### config.mk
export PLATFORM = sky130hd
export DESIGN_NAME = rlj_ctrl
export DESIGN_NICKNAME = d
export VERILOG_FILES = /design/src/rlj_pkg.sv /design/src/rlj_ctrl.sv
export SDC_FILE = /design/constraint.sdc
export NUM_CORES = 1
export LEC_CHECK = 0
export BUFFER_PORTS_ARGS = -buffer_cell sky130_fd_sc_hd__buf_2
export CORE_AREA = 2 2 39 41
export CTS_BUF_LIST = sky130_fd_sc_hd__clkbuf_8
export DETAILED_ROUTE_END_ITERATION = 8
export DIE_AREA = 0 0 41 43
export GPL_ROUTABILITY_DRIVEN = 0
export GPL_TIMING_DRIVEN = 1
export SYNTH_ARGS = -nofsm -noshare
export SYNTH_HDL_FRONTEND = slang
export SYNTH_SLANG_ARGS = --single-unit
### constraint.sdc
create_clock -name clk -period 1.45 [get_ports clk]
set_clock_uncertainty 0.2 [all_clocks]
set_input_delay 0.145 -clock clk [delete_from_list [all_inputs] [get_ports clk]]
set_output_delay 0.145 -clock clk [all_outputs]
set_load 0.005 [all_outputs]
### src/rlj_pkg.sv
// Shared types and constants of the RTP loss and jitter monitor.
// No dependencies; every other file in src imports this package.
package rlj_pkg;

    localparam int CNT_W     = 32;
    localparam int OUT_W     = 32;
    localparam int SEQ_W     = 16;
    localparam int TIME_W    = 32;
    localparam int JIT_W     = 32;
    localparam int RATE_W    = 17;
    localparam int DIV_STEPS = RATE_W;
    localparam int DIV_CNT_W = $clog2(DIV_STEPS + 1);

    typedef enum logic [1:0] {
        REQ_PRE   = 2'd0,
        REQ_POST  = 2'd1,
        REQ_FRAME = 2'd2,
        REQ_TICK  = 2'd3
    } req_type_t;

    typedef struct packed {
        req_type_t          req_type;
        logic [SEQ_W-1:0]   seq;
        logic [TIME_W-1:0]  rtp_timestamp;
        logic [TIME_W-1:0]  arrival_time;
    } req_t;

    typedef struct packed {
        logic               accepted;
        logic [OUT_W-1:0]   total_received;
        logic [OUT_W-1:0]   total_lost;
        logic [OUT_W-1:0]   total_post_fec;
        logic [OUT_W-1:0]   total_lost_post_fec;
        logic [OUT_W-1:0]   recovered;
        logic [OUT_W-1:0]   frames_decoded;
        logic [RATE_W-1:0]  loss_rate;
        logic [RATE_W-1:0]  post_fec_loss_rate;
        logic [JIT_W-1:0]   jitter_report;
    } rsp_t;

    typedef struct packed {
        logic capture;
        logic commit;
        logic div_start;
        logic div_post;
        logic save_pre;
        logic save_post;
    } cmd_t;

    typedef struct packed {
        logic is_tick;
        logic div_done;
        logic out_free;
    } status_t;

endpackage

### src/rlj_ctrl.sv
// Sequencer of the RTP loss and jitter monitor: capture, divide on tick, commit.
// Depends on rlj_pkg; drives rlj_datapath through cmd_t and reads status_t.
module rlj_ctrl
    import rlj_pkg::*;
(
    input  logic    clk,
    input  logic    rst_n,
    input  logic    in_valid,
    output logic    in_ready,
    input  status_t status,
    output cmd_t    cmd
);

    typedef enum logic [4:0] {
        S_IDLE     = 5'b00001,
        S_EXEC     = 5'b00010,
        S_DIV_PRE  = 5'b00100,
        S_DIV_POST = 5'b01000,
        S_TICK     = 5'b10000
    } state_t;

    state_t state_reg, state_next;

    always_comb
    begin
        state_next = state_reg;
        cmd        = '0;
        in_ready   = 1'b0;
        case (state_reg)
            S_IDLE:
            begin
                in_ready = 1'b1;
                if (in_valid)
                begin
                    cmd.capture = 1'b1;
                    state_next  = S_EXEC;
                end
            end
            S_EXEC:
            begin
                if (status.is_tick)
                begin
                    cmd.div_start = 1'b1;
                    state_next    = S_DIV_PRE;
                end
                else if (status.out_free)
                begin
                    cmd.commit = 1'b1;
                    state_next = S_IDLE;
                end
            end
            S_DIV_PRE:
            begin
                if (status.div_done)
                begin
                    cmd.save_pre  = 1'b1;
                    cmd.div_start = 1'b1;
                    cmd.div_post  = 1'b1;
                    state_next    = S_DIV_POST;
                end
            end
            S_DIV_POST:
            begin
                if (status.div_done)
                begin
                    cmd.save_post = 1'b1;
                    state_next    = S_TICK;
                end
            end
            S_TICK:
            begin
                if (status.out_free)
                begin
                    cmd.commit = 1'b1;
                    state_next = S_IDLE;
                end
            end
            default:
            begin
                state_next = S_IDLE;
            end
        endcase
    end

    always_ff @(posedge clk or negedge rst_n)
    begin
        if (!rst_n)
        begin
            state_reg <= S_IDLE;
        end
        else
        begin
            state_reg <= state_next;
        end
    end

    a_commit_free: assert property (@(posedge clk) disable iff (!rst_n)
        cmd.commit |-> status.out_free)
        else $error("commit while result register still full");

    a_accept_exec: assert property (@(posedge clk) disable iff (!rst_n)
        in_valid && in_ready |=> state_reg == S_EXEC)
        else $error("accepted word not executed next cycle");

    a_div_to_tick: assert property (@(posedge clk) disable iff (!rst_n)
        (state_reg == S_DIV_POST) && status.div_done |=> state_reg == S_TICK)
        else $error("post-FEC division done without tick commit");

endmodule

==> flow_metrics.py <==
metrics = {
    "setup_path": {
        "cp_data_required_time_ns": 1.11,
        "critical_path_start_type": "register",
        "critical_path.top_delay_family": "simple AND/OR/NAND/NOR gates",
        "cp.buffers_inverters": 1,
        "timing.critical_path.fanout_max": 4,
        "critical_path.cell_chain": "or4b_4 -> a21oi_2 -> buf_2",
        "worstSetupPathType": "register to primary output",
        "critical_path.slowest_cell": "or4b_4",
        "worstSetupEndpointType": "primary output",
        "critPathMaxStageDelay_ns": 0.53,
        "critical_path_arrival_ns": 1.41,
    },
    "timing": {
        "final.setup.worst_slack_ns": -0.301,
        "final_hold_slack_ns": 0.0502,
        "max_slew.worst_pin.slew_ns": 0.293,
        "period_share_pct": 121,
        "timing.final.setup_violations": 9,
        "finalMaxSlewViolations": 0,
        "hold_violations": 0,
        "timing.fmax_ghz": 0.571,
        "relSlewSlack_pct": 80.3,
        "setup_repair_after_global_routing_missed_its_margin": "yes",
        "timing.final.crit_period_ns": 1.75,
    },
    "synth": {
        "synthDistinctLibCells": 27,
        "ys_top_cells_by_count": "dfrtp_1, a21oi_1, nor2_1",
        "syn-instance-count": 39,
        "synth_most_common_cell": "dfrtp_1",
        "netlist_area_before_placement_um2": 364,
        "seq_total_area_yosys_pct": 34.7,
        "synth_enable_flop_cells": 0,
        "yosysTopAreaCell": "dfrtp_1",
        "synth_async_sr_flop_share_pct": 100,
        "netlist.area_leader.share_pct": 27.5,
        "synth-main-ff-cell": "dfrtp_1",
        "synth_area_leaders": "dfrtp_1, dfstp_2, or4b_1, or3b_2, a21oi_1",
        "synth.yosys.warnings": 0,
        "synth_fp_nets": 45,
        "post_synth.cell_area_avg_um2": 9.34,
        "synth_register_bits": 5,
    },
    "placement": {
        "count_of_port_buffers_added_during_placement": 12,
        "dp.final_hpwl_um": 689,
    },
    "routing": {
        "dr_total_vias": 398,
        "detailedRoute.firstPassIterationCount": 4,
        "drt-vias-per-instance": 4.80,
        "detail_route.drc_violations": 0,
        "first_iter_violations": 16,
        "avgRoutedWirePerCell_um": 12.3,
        "remaining_antenna_violation_count": 0,
        "wirelength_routed_um": 1020,
    },
    "floorplanning": {
        "core_area_mm2": 0.00138,
        "rows": 14,
        "die_x_um": 41,
        "start_util_pct": 26.3,
        "floorplan.die_area_mm2": 0.00176,
        "ioPinCount": 13,
        "die-height_um": 43,
    },
    "cts": {
        "ctsLongestPathBuffers": 2,
        "clkLatencyLatePin_ns": 0.22,
        "clkSlewWorstSetupHoldPaths_ns": 0.03,
        "clock-sinks": 5,
        "htree_num_levels": 1,
        "cts_tree": "built",
        "cts-buffers-inserted": 3,
        "clk_root_buffer_cell": "clkbuf_8",
    },
    "global_routing": {
        "grt_residual_overflow": 0,
        "largest_net_degree_at_the_start_of_global_routing": 9,
        "grt_first_pass_wirelength_um": 1540,
        "grt_antenna_before_repair": 0,
        "grt_util_all_layers_pct": 14.0,
        "via_count_of_the_first_global_routing_pass": 349,
    },
    "power": {
        "ir_worst_vdd_mv": 0.751,
        "design_power_total_mw": 1.02,
        "cellLeakagePower_nw": 0.300,
        "power-per-cell-area_mw_per_mm2": 1650,
    },
    "run": {
        "timing.max_cap.violations": 0,
    },
    "outcome": {
        "failed_checks": "negative setup slack",
        "run_status": "finished, violations left",
    },
    "final_layout": {
        "area_growth_pct": 70.1,
        "finalNetCount": 74,
        "largest_register_ffs": 5,
        "drive_gt1_share_pct": 62.7,
        "num_antenna_cells": 0,
    },
    "hold_path": {
        "worstHoldPathType": "input port to register",
    },
}
[through the flow]
| stage | utilization (%) | std cells | cell area [um^2] | setup slack [ns] | TNS [ns] |
|---|---|---|---|---|---|
| floorplan | - | 39 | 367 | -0.00198 | -0.00198 |
| finish | 44.8 | 83 | 619 | -0.301 | -1.90 |
| global route | 44.8 | 83 | 619 | -0.349 | -2.33 |
| CTS | 44.1 | 82 | 611 | -0.296 | -1.68 |
| global placement | 35.2 | 72 | 487 | -0.0726 | -0.208 |
| detailed placement | 35.2 | 72 | 487 | -0.0838 | -0.266 |
[power breakdown]
part | leakage (nW) | internal (mW) | total [mW] | switching, mW
Combinational | 0.213 | 0.333 | 0.527 | 0.194
Sequential | 0.0605 | 0.189 | 0.249 | 0.0597
Clock | 0.0269 | 0.181 | 0.244 | 0.0627
Total | 0.300 | 0.703 | 1.02 | 0.317
[path summary, 6_finish.rpt]
kind | cells after the start | endpoint | from | slack, ns
hold reg to reg | 1 | state_reg[4]$_DFFE_PN0P_ | state_reg[2]$_DFFE_PN0P_ | 0.31
min in group asynchronous | 2 | state_reg[4]$_DFFE_PN0P_ | rst_n | 0.09
hold / removal | 3 | state_reg[1]$_DFFE_PN0P_ | status[2] | 0.05
max in group asynchronous | 2 | state_reg[0]$_DFFE_PN1P_ | rst_n | 0.75
setup / recovery | 3 | cmd[4] | state_reg[2]$_DFFE_PN0P_ | -0.30
setup reg to reg | 7 | state_reg[1]$_DFFE_PN0P_ | state_reg[2]$_DFFE_PN0P_ | -0.15
[cell families (layout without fill, tap and decap cells)]
group                  after synthesis  in the layout  synth area share (%)
flip-flops                           5              5                  34.7
buffers and inverters                3             31                  4.47
AO/OA/AOI/OAI                        9              9                  16.8
XOR/XNOR                             1              1                  2.41
multiplexers                         1              1                  2.75
AND/OR/NAND/NOR                     20             20                  38.8
[routing by layer]
metal	track usage [%]	vias to the layer above	share of wire (%)	wire (um)
met5	0	-	0	0
met4	8.00	0	0	0
met3	6.28	0	5.0	51
met2	20.6	16	52	531
met1	15.8	183	43	436
li1	-	199	-	-
[what timing repair did]
| action | in CTS | in global routing |
|---|---|---|
| pin swaps | 3 | 0 |
| buffers inserted | 4 | 1 |
| hold buffers | 2 | 0 |
| setup endpoints to repair | 10 | 9 |
| hold endpoints to repair | 6 | 0 |
| resized for setup | 10 | 1 |
[worst min-delay path: stages]
cell and delay [ns]:
buf_2 0.10, or4b_4 0.12, o2bb2ai_2 0.06
[area by class of cell]
type                       instances  area [um^2]
fill                             135          764
clock inverter                     1         3.75
multi-input combinational         31          246
clock buffer                       3         41.3
inverter                           1         3.75
timing repair buffer              26          174
tap                               16         20.0
sequential                         5          130
[cells in the final DEF (no fill, tap or decap)]
cell and count:
buf_2 12, buf_4 11, clkbuf_8 3, dfrtp_2 3, nor2_2 2, nand3b_1 2
a21oi_1 2, or4b_4 2, a21oi_2 2, inv_1 2, nor2b_1 2, dlygate4sd3_1 2
and4bb_2 1, or3_1 1, or3b_2 1, nand2b_1 1, nor3_1 1, and2b_1 1
and3_1 1, and2_1 1, or3b_4 1, o2bb2ai_2 1, o21ai_1 1, xor2_1 1
o21ai_0 1, o211ai_1 1, a221o_2 1, mux2i_1 1, nor2_1 1, and3b_1 1
nor4_1 1, buf_6 1, dfstp_2 1, dfrtp_1 1
(Power assumes the default switching activity.)
