## src/rlj_pkg.sv

```systemverilog
// Shared types and constants of the RTP loss and jitter monitor.
// No dependencies; every other file in src imports this package.
package rlj_pkg;

    localparam int CNT_W     = 32;
    localparam int OUT_W     = 32;
    localparam int SEQ_W     = 16;
    localparam int TIME_W    = 32;
    localparam int JIT_W     = 32;
    localparam int RATE_W    = 17;
    localparam int DIV_STEPS = RATE_W;
    localparam int DIV_CNT_W = $clog2(DIV_STEPS + 1);

    typedef enum logic [1:0] {
        REQ_PRE   = 2'd0,
        REQ_POST  = 2'd1,
        REQ_FRAME = 2'd2,
        REQ_TICK  = 2'd3
    } req_type_t;

    typedef struct packed {
        req_type_t          req_type;
        logic [SEQ_W-1:0]   seq;
        logic [TIME_W-1:0]  rtp_timestamp;
        logic [TIME_W-1:0]  arrival_time;
    } req_t;

    typedef struct packed {
        logic               accepted;
        logic [OUT_W-1:0]   total_received;
        logic [OUT_W-1:0]   total_lost;
        logic [OUT_W-1:0]   total_post_fec;
        logic [OUT_W-1:0]   total_lost_post_fec;
        logic [OUT_W-1:0]   recovered;
        logic [OUT_W-1:0]   frames_decoded;
        logic [RATE_W-1:0]  loss_rate;
        logic [RATE_W-1:0]  post_fec_loss_rate;
        logic [JIT_W-1:0]   jitter_report;
    } rsp_t;

    typedef struct packed {
        logic capture;
        logic commit;
        logic div_start;
        logic div_post;
        logic save_pre;
        logic save_post;
    } cmd_t;

    typedef struct packed {
        logic is_tick;
        logic div_done;
        logic out_free;
    } status_t;

endpackage

```

## src/rlj_div.sv

```systemverilog
// Restoring divider for Q1.16 loss fractions: lost * 65536 / (lost + received).
// One quotient bit per cycle; depends on rlj_pkg.
module rlj_div
    import rlj_pkg::*;
(
    input  logic              clk,
    input  logic              rst_n,
    input  logic              start,
    input  logic [CNT_W-1:0]  lost,
    input  logic [CNT_W-1:0]  rx,
    output logic              done,
    output logic [RATE_W-1:0] quot
);

    logic                 busy_reg;
    logic                 done_reg;
    logic [DIV_CNT_W-1:0] cnt_reg;
    logic [CNT_W+1:0]     rem_reg;
    logic [CNT_W:0]       den_reg;
    logic [RATE_W-1:0]    quot_reg;

    logic                 ge;
    logic [CNT_W+1:0]     rem_sub;

    assign ge      = rem_reg >= {1'b0, den_reg};
    assign rem_sub = ge ? rem_reg - {1'b0, den_reg} : rem_reg;

    always_ff @(posedge clk or negedge rst_n)
    begin
        if (!rst_n)
        begin
            busy_reg <= 1'b0;
            done_reg <= 1'b0;
            cnt_reg  <= '0;
        end
        else
        begin
            done_reg <= 1'b0;
            if (start)
            begin
                busy_reg <= 1'b1;
                cnt_reg  <= DIV_CNT_W'(DIV_STEPS);
            end
            else if (busy_reg)
            begin
                cnt_reg <= cnt_reg - 1'b1;
                if (cnt_reg == DIV_CNT_W'(1))
                begin
                    busy_reg <= 1'b0;
                    done_reg <= 1'b1;
                end
            end
        end
    end

    always_ff @(posedge clk)
    begin
        if (start)
        begin
            rem_reg  <= {2'b00, lost};
            den_reg  <= {1'b0, lost} + {1'b0, rx};
            quot_reg <= '0;
        end
        else if (busy_reg)
        begin
            rem_reg  <= {rem_sub[CNT_W:0], 1'b0};
            quot_reg <= {quot_reg[RATE_W-2:0], ge};
        end
    end

    assign done = done_reg;
    assign quot = (den_reg == '0) ? '0 : quot_reg;

endmodule

```

## src/rlj_datapath.sv

```systemverilog
// Statistics datapath: sequence tracking, jitter estimator, counters and result register.
// Depends on rlj_pkg and rlj_div; driven by rlj_ctrl through cmd_t/status_t.
module rlj_datapath
    import rlj_pkg::*;
(
    input  logic    clk,
    input  logic    rst_n,
    input  cmd_t    cmd,
    output status_t status,
    input  req_t    req_word,
    output logic    rsp_valid,
    input  logic    rsp_ready,
    output rsp_t    rsp_word
);

    req_type_t          type_reg;
    logic [SEQ_W-1:0]   seq_reg;
    logic [TIME_W-1:0]  ts_reg;
    logic [TIME_W-1:0]  arr_reg;
    logic [JIT_W-1:0]   mag_reg;

    logic               pre_first_reg,  pre_first_next;
    logic               post_first_reg, post_first_next;
    logic [SEQ_W-1:0]   pre_last_seq_reg,  pre_last_seq_next;
    logic [SEQ_W-1:0]   post_last_seq_reg, post_last_seq_next;
    logic [TIME_W-1:0]  last_media_reg, last_media_next;
    logic [TIME_W-1:0]  last_arr_reg,   last_arr_next;
    logic [JIT_W-1:0]   jitter_reg,     jitter_next;
    logic [CNT_W-1:0]   pre_tot_rx_reg,    pre_tot_rx_next;
    logic [CNT_W-1:0]   pre_tot_lost_reg,  pre_tot_lost_next;
    logic [CNT_W-1:0]   pre_int_rx_reg,    pre_int_rx_next;
    logic [CNT_W-1:0]   pre_int_lost_reg,  pre_int_lost_next;
    logic [CNT_W-1:0]   post_tot_rx_reg,   post_tot_rx_next;
    logic [CNT_W-1:0]   post_tot_lost_reg, post_tot_lost_next;
    logic [CNT_W-1:0]   post_int_rx_reg,   post_int_rx_next;
    logic [CNT_W-1:0]   post_int_lost_reg, post_int_lost_next;
    logic [CNT_W-1:0]   frame_cnt_reg,  frame_cnt_next;
    logic [RATE_W-1:0]  rate_pre_reg;
    logic [RATE_W-1:0]  rate_post_reg;
    logic [JIT_W-1:0]   latched_jit_reg, latched_jit_next;
    logic               rsp_valid_reg;
    rsp_t               rsp_reg;

    logic [TIME_W-1:0]  d_arr;
    logic [TIME_W-1:0]  d_ts;
    logic [TIME_W-1:0]  diff;

    logic               sel_post;
    logic               trk_first;
    logic [SEQ_W-1:0]   trk_last;
    logic [SEQ_W-1:0]   gap;
    logic [SEQ_W-1:0]   gap_m1;
    logic               trk_adv;
    logic               pkt_ok;
    logic [CNT_W-1:0]   lost_add;

    logic [TIME_W:0]    jit_p8;
    logic [JIT_W+1:0]   jit_sum;
    logic [JIT_W-1:0]   jit_sat;

    logic               div_done;
    logic [RATE_W-1:0]  div_quot;

    rlj_div u_div (
        .clk   (clk),
        .rst_n (rst_n),
        .start (cmd.div_start),
        .lost  (cmd.div_post ? post_int_lost_reg : pre_int_lost_reg),
        .rx    (cmd.div_post ? post_int_rx_reg : pre_int_rx_reg),
        .done  (div_done),
        .quot  (div_quot)
    );

    assign d_arr = req_word.arrival_time - last_arr_reg;
    assign d_ts  = req_word.rtp_timestamp - last_media_reg;
    assign diff  = d_arr - d_ts;

    assign sel_post  = (type_reg == REQ_POST);
    assign trk_first = sel_post ? post_first_reg : pre_first_reg;
    assign trk_last  = sel_post ? post_last_seq_reg : pre_last_seq_reg;
    assign gap       = seq_reg - trk_last;
    assign gap_m1    = gap - 1'b1;
    assign trk_adv   = trk_first || ((gap != '0) && !gap[SEQ_W-1]);
    assign pkt_ok    = ((type_reg == REQ_PRE) || (type_reg == REQ_POST)) && trk_adv;
    assign lost_add  = trk_first ? '0 : {{(CNT_W-SEQ_W){1'b0}}, gap_m1};

    assign jit_p8  = {1'b0, jitter_reg} + (TIME_W+1)'(8);
    assign jit_sum = {2'b00, jitter_reg} + {2'b00, mag_reg}
                   - {5'b00000, jit_p8[TIME_W:4]};
    assign jit_sat = (jit_sum[JIT_W+1:JIT_W] != 2'b00) ? '1 : jit_sum[JIT_W-1:0];

    always_comb
    begin
        pre_first_next     = pre_first_reg;
        post_first_next    = post_first_reg;
        pre_last_seq_next  = pre_last_seq_reg;
        post_last_seq_next = post_last_seq_reg;
        last_media_next    = last_media_reg;
        last_arr_next      = last_arr_reg;
        jitter_next        = jitter_reg;
        pre_tot_rx_next    = pre_tot_rx_reg;
        pre_tot_lost_next  = pre_tot_lost_reg;
        pre_int_rx_next    = pre_int_rx_reg;
        pre_int_lost_next  = pre_int_lost_reg;
        post_tot_rx_next   = post_tot_rx_reg;
        post_tot_lost_next = post_tot_lost_reg;
        post_int_rx_next   = post_int_rx_reg;
        post_int_lost_next = post_int_lost_reg;
        frame_cnt_next     = frame_cnt_reg;
        latched_jit_next   = latched_jit_reg;
        case (type_reg)
            REQ_PRE:
            begin
                if (trk_adv)
                begin
                    pre_first_next    = 1'b0;
                    pre_last_seq_next = seq_reg;
                    last_media_next   = ts_reg;
                    last_arr_next     = arr_reg;
                    pre_tot_rx_next   = pre_tot_rx_reg + 1'b1;
                    pre_int_rx_next   = pre_int_rx_reg + 1'b1;
                    pre_tot_lost_next = pre_tot_lost_reg + lost_add;
                    pre_int_lost_next = pre_int_lost_reg + lost_add;
                    if (!trk_first)
                    begin
                        jitter_next = jit_sat;
                    end
                end
            end
            REQ_POST:
            begin
                if (trk_adv)
                begin
                    post_first_next    = 1'b0;
                    post_last_seq_next = seq_reg;
                    post_tot_rx_next   = post_tot_rx_reg + 1'b1;
                    post_int_rx_next   = post_int_rx_reg + 1'b1;
                    post_tot_lost_next = post_tot_lost_reg + lost_add;
                    post_int_lost_next = post_int_lost_reg + lost_add;
                end
            end
            REQ_FRAME:
            begin
                frame_cnt_next = frame_cnt_reg + 1'b1;
            end
            REQ_TICK:
            begin
                latched_jit_next   = jitter_reg;
                pre_int_rx_next    = '0;
                pre_int_lost_next  = '0;
                post_int_rx_next   = '0;
                post_int_lost_next = '0;
            end
            default:
            begin
                frame_cnt_next = frame_cnt_reg;
            end
        endcase
    end

    always_ff @(posedge clk)
    begin
        if (cmd.capture)
        begin
            type_reg <= req_word.req_type;
            seq_reg  <= req_word.seq;
            ts_reg   <= req_word.rtp_timestamp;
            arr_reg  <= req_word.arrival_time;
            mag_reg  <= diff[TIME_W-1] ? (~diff + 1'b1) : diff;
        end
        if (cmd.commit)
        begin
            rsp_reg.accepted            <= pkt_ok;
            rsp_reg.total_received      <= pre_tot_rx_next[OUT_W-1:0];
            rsp_reg.total_lost          <= pre_tot_lost_next[OUT_W-1:0];
            rsp_reg.total_post_fec      <= post_tot_rx_next[OUT_W-1:0];
            rsp_reg.total_lost_post_fec <= post_tot_lost_next[OUT_W-1:0];
            rsp_reg.recovered           <= (pre_tot_lost_next > post_tot_lost_next)
                ? OUT_W'(pre_tot_lost_next - post_tot_lost_next) : '0;
            rsp_reg.frames_decoded      <= frame_cnt_next[OUT_W-1:0];
            rsp_reg.loss_rate           <= rate_pre_reg;
            rsp_reg.post_fec_loss_rate  <= rate_post_reg;
            rsp_reg.jitter_report       <= latched_jit_next;
        end
    end

    always_ff @(posedge clk or negedge rst_n)
    begin
        if (!rst_n)
        begin
            pre_first_reg     <= 1'b1;
            post_first_reg    <= 1'b1;
            pre_last_seq_reg  <= '0;
            post_last_seq_reg <= '0;
            last_media_reg    <= '0;
            last_arr_reg      <= '0;
            jitter_reg        <= '0;
            pre_tot_rx_reg    <= '0;
            pre_tot_lost_reg  <= '0;
            pre_int_rx_reg    <= '0;
            pre_int_lost_reg  <= '0;
            post_tot_rx_reg   <= '0;
            post_tot_lost_reg <= '0;
            post_int_rx_reg   <= '0;
            post_int_lost_reg <= '0;
            frame_cnt_reg     <= '0;
            rate_pre_reg      <= '0;
            rate_post_reg     <= '0;
            latched_jit_reg   <= '0;
            rsp_valid_reg     <= 1'b0;
        end
        else
        begin
            if (cmd.save_pre)
            begin
                rate_pre_reg <= div_quot;
            end
            if (cmd.save_post)
            begin
                rate_post_reg <= div_quot;
            end
            if (cmd.commit)
            begin
                pre_first_reg     <= pre_first_next;
                post_first_reg    <= post_first_next;
                pre_last_seq_reg  <= pre_last_seq_next;
                post_last_seq_reg <= post_last_seq_next;
                last_media_reg    <= last_media_next;
                last_arr_reg      <= last_arr_next;
                jitter_reg        <= jitter_next;
                pre_tot_rx_reg    <= pre_tot_rx_next;
                pre_tot_lost_reg  <= pre_tot_lost_next;
                pre_int_rx_reg    <= pre_int_rx_next;
                pre_int_lost_reg  <= pre_int_lost_next;
                post_tot_rx_reg   <= post_tot_rx_next;
                post_tot_lost_reg <= post_tot_lost_next;
                post_int_rx_reg   <= post_int_rx_next;
                post_int_lost_reg <= post_int_lost_next;
                frame_cnt_reg     <= frame_cnt_next;
                latched_jit_reg   <= latched_jit_next;
                rsp_valid_reg     <= 1'b1;
            end
            else if (rsp_ready)
            begin
                rsp_valid_reg <= 1'b0;
            end
        end
    end

    assign status.is_tick  = (type_reg == REQ_TICK);
    assign status.div_done = div_done;
    assign status.out_free = !rsp_valid_reg || rsp_ready;

    assign rsp_valid = rsp_valid_reg;
    assign rsp_word  = rsp_reg;

    a_tick_clears: assert property (@(posedge clk) disable iff (!rst_n)
        cmd.commit && (type_reg == REQ_TICK)
        |=> (pre_int_rx_reg == '0) && (pre_int_lost_reg == '0)
            && (post_int_rx_reg == '0) && (post_int_lost_reg == '0))
        else $error("interval counters not cleared by report tick");

    a_mag_range: assert property (@(posedge clk) disable iff (!rst_n)
        cmd.commit |-> (mag_reg[JIT_W-1] == 1'b0) || (mag_reg[JIT_W-2:0] == '0))
        else $error("jitter magnitude above 2^31");

endmodule

```

## config.mk

```make
export PLATFORM = sky130hd
export DESIGN_NAME = rlj_datapath
export DESIGN_NICKNAME = d
export VERILOG_FILES = /design/src/rlj_pkg.sv /design/src/rlj_div.sv /design/src/rlj_datapath.sv
export SDC_FILE = /design/constraint.sdc
export NUM_CORES = 2
export LEC_CHECK = 0
export BUFFER_PORTS_ARGS = -buffer_cell sky130_fd_sc_hd__buf_4
export CAP_MARGIN = 10
export CORE_MARGIN = 1.5
export CORE_UTILIZATION = 30
export DETAILED_ROUTE_END_ITERATION = 16
export GPL_ROUTABILITY_DRIVEN = 1
export PLACE_DENSITY_LB_ADDON = 0.15
export SLEW_MARGIN = 20
export SYNTH_ARGS = -nofsm -noshare
export SYNTH_HDL_FRONTEND = slang
export SYNTH_SLANG_ARGS = --single-unit
```

## constraint.sdc

```tcl
create_clock -name clk -period 10.2 [get_ports clk]
set_input_delay 0.51 -clock clk [delete_from_list [all_inputs] [get_ports clk]]
set_output_delay 0.51 -clock clk [all_outputs]
set_load 0.005 [all_outputs]
```

==> flow_summary.ini <==
[routing]
drt_pass1_iterations = 5
drc = 0
ant_nets = 0
vias = 40297
routed_via_density = 4.87
drt_iter0_drc = 2313
finalWirelength_um = 157000
wl_per_cell_um = 19.0

[placed_design]
port_buffers = 353
gp_congestion = 0.835
postPlaceCellArea_mm2 = 0.0598
preCtsSetupSlack_ns = 0.0304
dp_cells = 7968
hpwl_um = 115000

[power]
power_density_mw_per_mm2 = 383
ir_drop_mv = 0.309
power_mw = 24.7
power.leakage_nw = 28.2

[setup_path]
worst-setup-path-type = register to register
path_depth = 40
worst_ep_arrival_time_ns = 10.04
critPathMostFrequentCell = a21o_1
r2r_cells = 40
critPathRequiredTime_ns = 10.71
critPathLaunchType = register
timing.critical_path.from = type_reg[1]$_DFFE_PP_
cp_num_buf_inv = 2
worst_setup_path_end_kind = register
critPathMaxStageDelay_ns = 0.66
slowest_stage = or4b_2
crit_fanout = 32
r2r-start = type_reg[1]$_DFFE_PP_
crit_family = compound AO/OA/AOI/OAI gates

[finish]
final_util_pct = 35.7
area_growth_pct = 18.3
largest_reg_flops = 259
design_area_mm2 = 0.0645
layout.nets = 6237
drive_gt1_share_pct = 12.3
fin_cells = 8270

[logic_synthesis]
yosysTopAreaCellShare_pct = 24.1
synth_commonest_cells = nand2_1, dfrtp_1, edfxtp_1, nor2_1, xnor2_1
synth-edff-count = 438
synth_most_common_cell = nand2_1
synth_cell_types = 109
ys_seq_area_share_pct = 47.4
syn_area_mm2 = 0.0545
netlist_top_cells_area = edfxtp_1, dfrtp_1, nand2_1, ha_1, xnor2_1
syn-num-nets = 5858
synth-seq-cells = 949
yosysWarnings = 0
synth-main-ff-cell = dfrtp_1
yosys.area.top_type = edfxtp_1
synthArstFlopShare_pct = 51.8
synthCells = 5417
syn_avg_cell_area_um2 = 10.1

[grt]
antenna_found_initial = 10
grt_pass1_wl_um = 244000
grt_max_degree = 155
grt_pass1_vias = 40223
overflow = 0
grt_use_total_pct = 16.9

[sta]
worst_slack_ns = 0.674
hold_viol = 0
tightest_slew_ns = 1.10
finalSetupViolCount = 0
rsz0062_at_grt = no
fmax_mhz = 105
slew_headroom_pct = 26.6
skew_ns = 0.0580
post-route-min-period_ns = 9.53
maxSlewViolCount = 0
hold_slack_ns = 0.0950
fin_tns_setup_ns = 0
post-route-period-util_pct = 93.4

[clock_tree]
cts_made_buffers = 111
clockBufferDepth = 3
clock-root-buffer = clkbuf_16
clock_sinks = 949
clk_pin_slew_worst_paths_ns = 0.07
clk_latency_ns = 0.78
htreeDepth = 3
tritoncts = built

[floorplanning]
die_h_um = 429
io_pins = 354
die_w_um = 429
die_area_mm2 = 0.184
placementRows = 156
initial_core_util_pct = 30.2
core_area_mm2 = 0.181

[min_path]
hold-path-cell-count = 3
min_path_type = primary input to register
worstHoldStart = rsp_ready

[job]
cap_violations = 0

[outcome]
status = complete, no violations
-- worst register-to-register path, delay by kind of cell, from the launching register on --
| family | cells | cell delay, ns |
|---|---|---|
| adder cells (fa/ha/maj) | 4 | 1.27 |
| AO/OA/AOI/OAI | 18 | 4.04 |
| flip-flops | 1 | 0.45 |
| buffers and inverters | 2 | 0.50 |
| AND/OR/NAND/NOR | 14 | 2.64 |
| XOR/XNOR | 2 | 0.34 |
-- final cells by class --
type                       count  area [um^2]
clock buffer                 139         3010
tap                         2370         2970
timing repair buffer         486         3930
sequential                   949        25800
inverter                     267         1000
clock inverter                73          846
antenna                        5         12.5
multi-input combinational   3981        26900
fill                       18278       116000
-- routing by layer --
metal / routed length (um) / GRT usage (%) / up-vias
met4: 3530 / 4.28 / 4
met3: 5530 / 2.47 / 179
met1: 72300 / 22.5 / 19602
met2: 76000 / 28.6 / 724
li1: - / - / 19788
met5: 25 / 0 / -
-- what timing repair did --
item / CTS / global route
hold buffers: 83 / 0
setup endpoints to repair: 4 / 32
pin swaps: 0 / 1
endpoints found under the hold margin: 136 / 0
setup buffers: 0 / 2
resized for setup: 1 / 9
-- cell families (layout without fill, tap and decap cells) --
family,count (synthesis),after routing,share of synthesized area [%]
DFF,949,949,47.4
xor gates and xnor gates,572,572,9.22
muxes,117,117,2.29
buffers and inverters,487,965,3.52
adders and majority gates,352,352,9.43
AOI/OAI and AO/OA,909,909,11.0
and+or+nand+nor,2031,2031,17.2
other,0,5,0
-- path summary, 6_finish.rpt --
path	slack (ns)	to
setup / recovery	0.67	rsp_word[123]$_SDFFCE_PP0P_
max in group asynchronous	8.04	frame_cnt_reg[30]$_DFFE_PN0P_
hold / removal	0.09	rsp_valid$_DFFE_PN0P_
hold reg to reg	0.43	last_media_reg[18]$_DFFE_PN0P_
setup reg to reg	0.67	rsp_word[123]$_SDFFCE_PP0P_
min in group asynchronous	0.32	latched_jit_reg[25]$_DFFE_PN0P_
-- cell usage in the layout, fill, tap and decap left out, drive strengths merged, types with 30 or more instances in the layout --
master / synthesis / final
a211oi: 32 / 32
a21o: 105 / 105
a21oi: 233 / 233
and2: 30 / 30
and3: 95 / 95
buf: 73 / 403
clkbuf: 147 / 139
clkinv: 2 / 51
dfrtp: 490 / 490
dlygate4sd3: 0 / 83
edfxtp: 438 / 438
fa: 99 / 99
ha: 251 / 251
inv: 265 / 267
mux2: 61 / 61
mux2i: 56 / 56
nand2: 892 / 892
nand2b: 49 / 49
nand3: 177 / 177
nand4: 89 / 89
nor2: 368 / 368
nor2b: 37 / 37
nor3: 115 / 115
nor4: 67 / 67
o211ai: 48 / 48
o21a: 35 / 35
o21ai: 240 / 240
o31ai: 43 / 43
xnor2: 358 / 358
xor2: 214 / 214
-- power breakdown --
part,internal (mW),switching (mW)
logic,5.88,8.56
clock network,2.48,1.73
registers,5.32,0.746
total,13.7,11.0
Note: power is estimated with default switching activity, not from simulation.
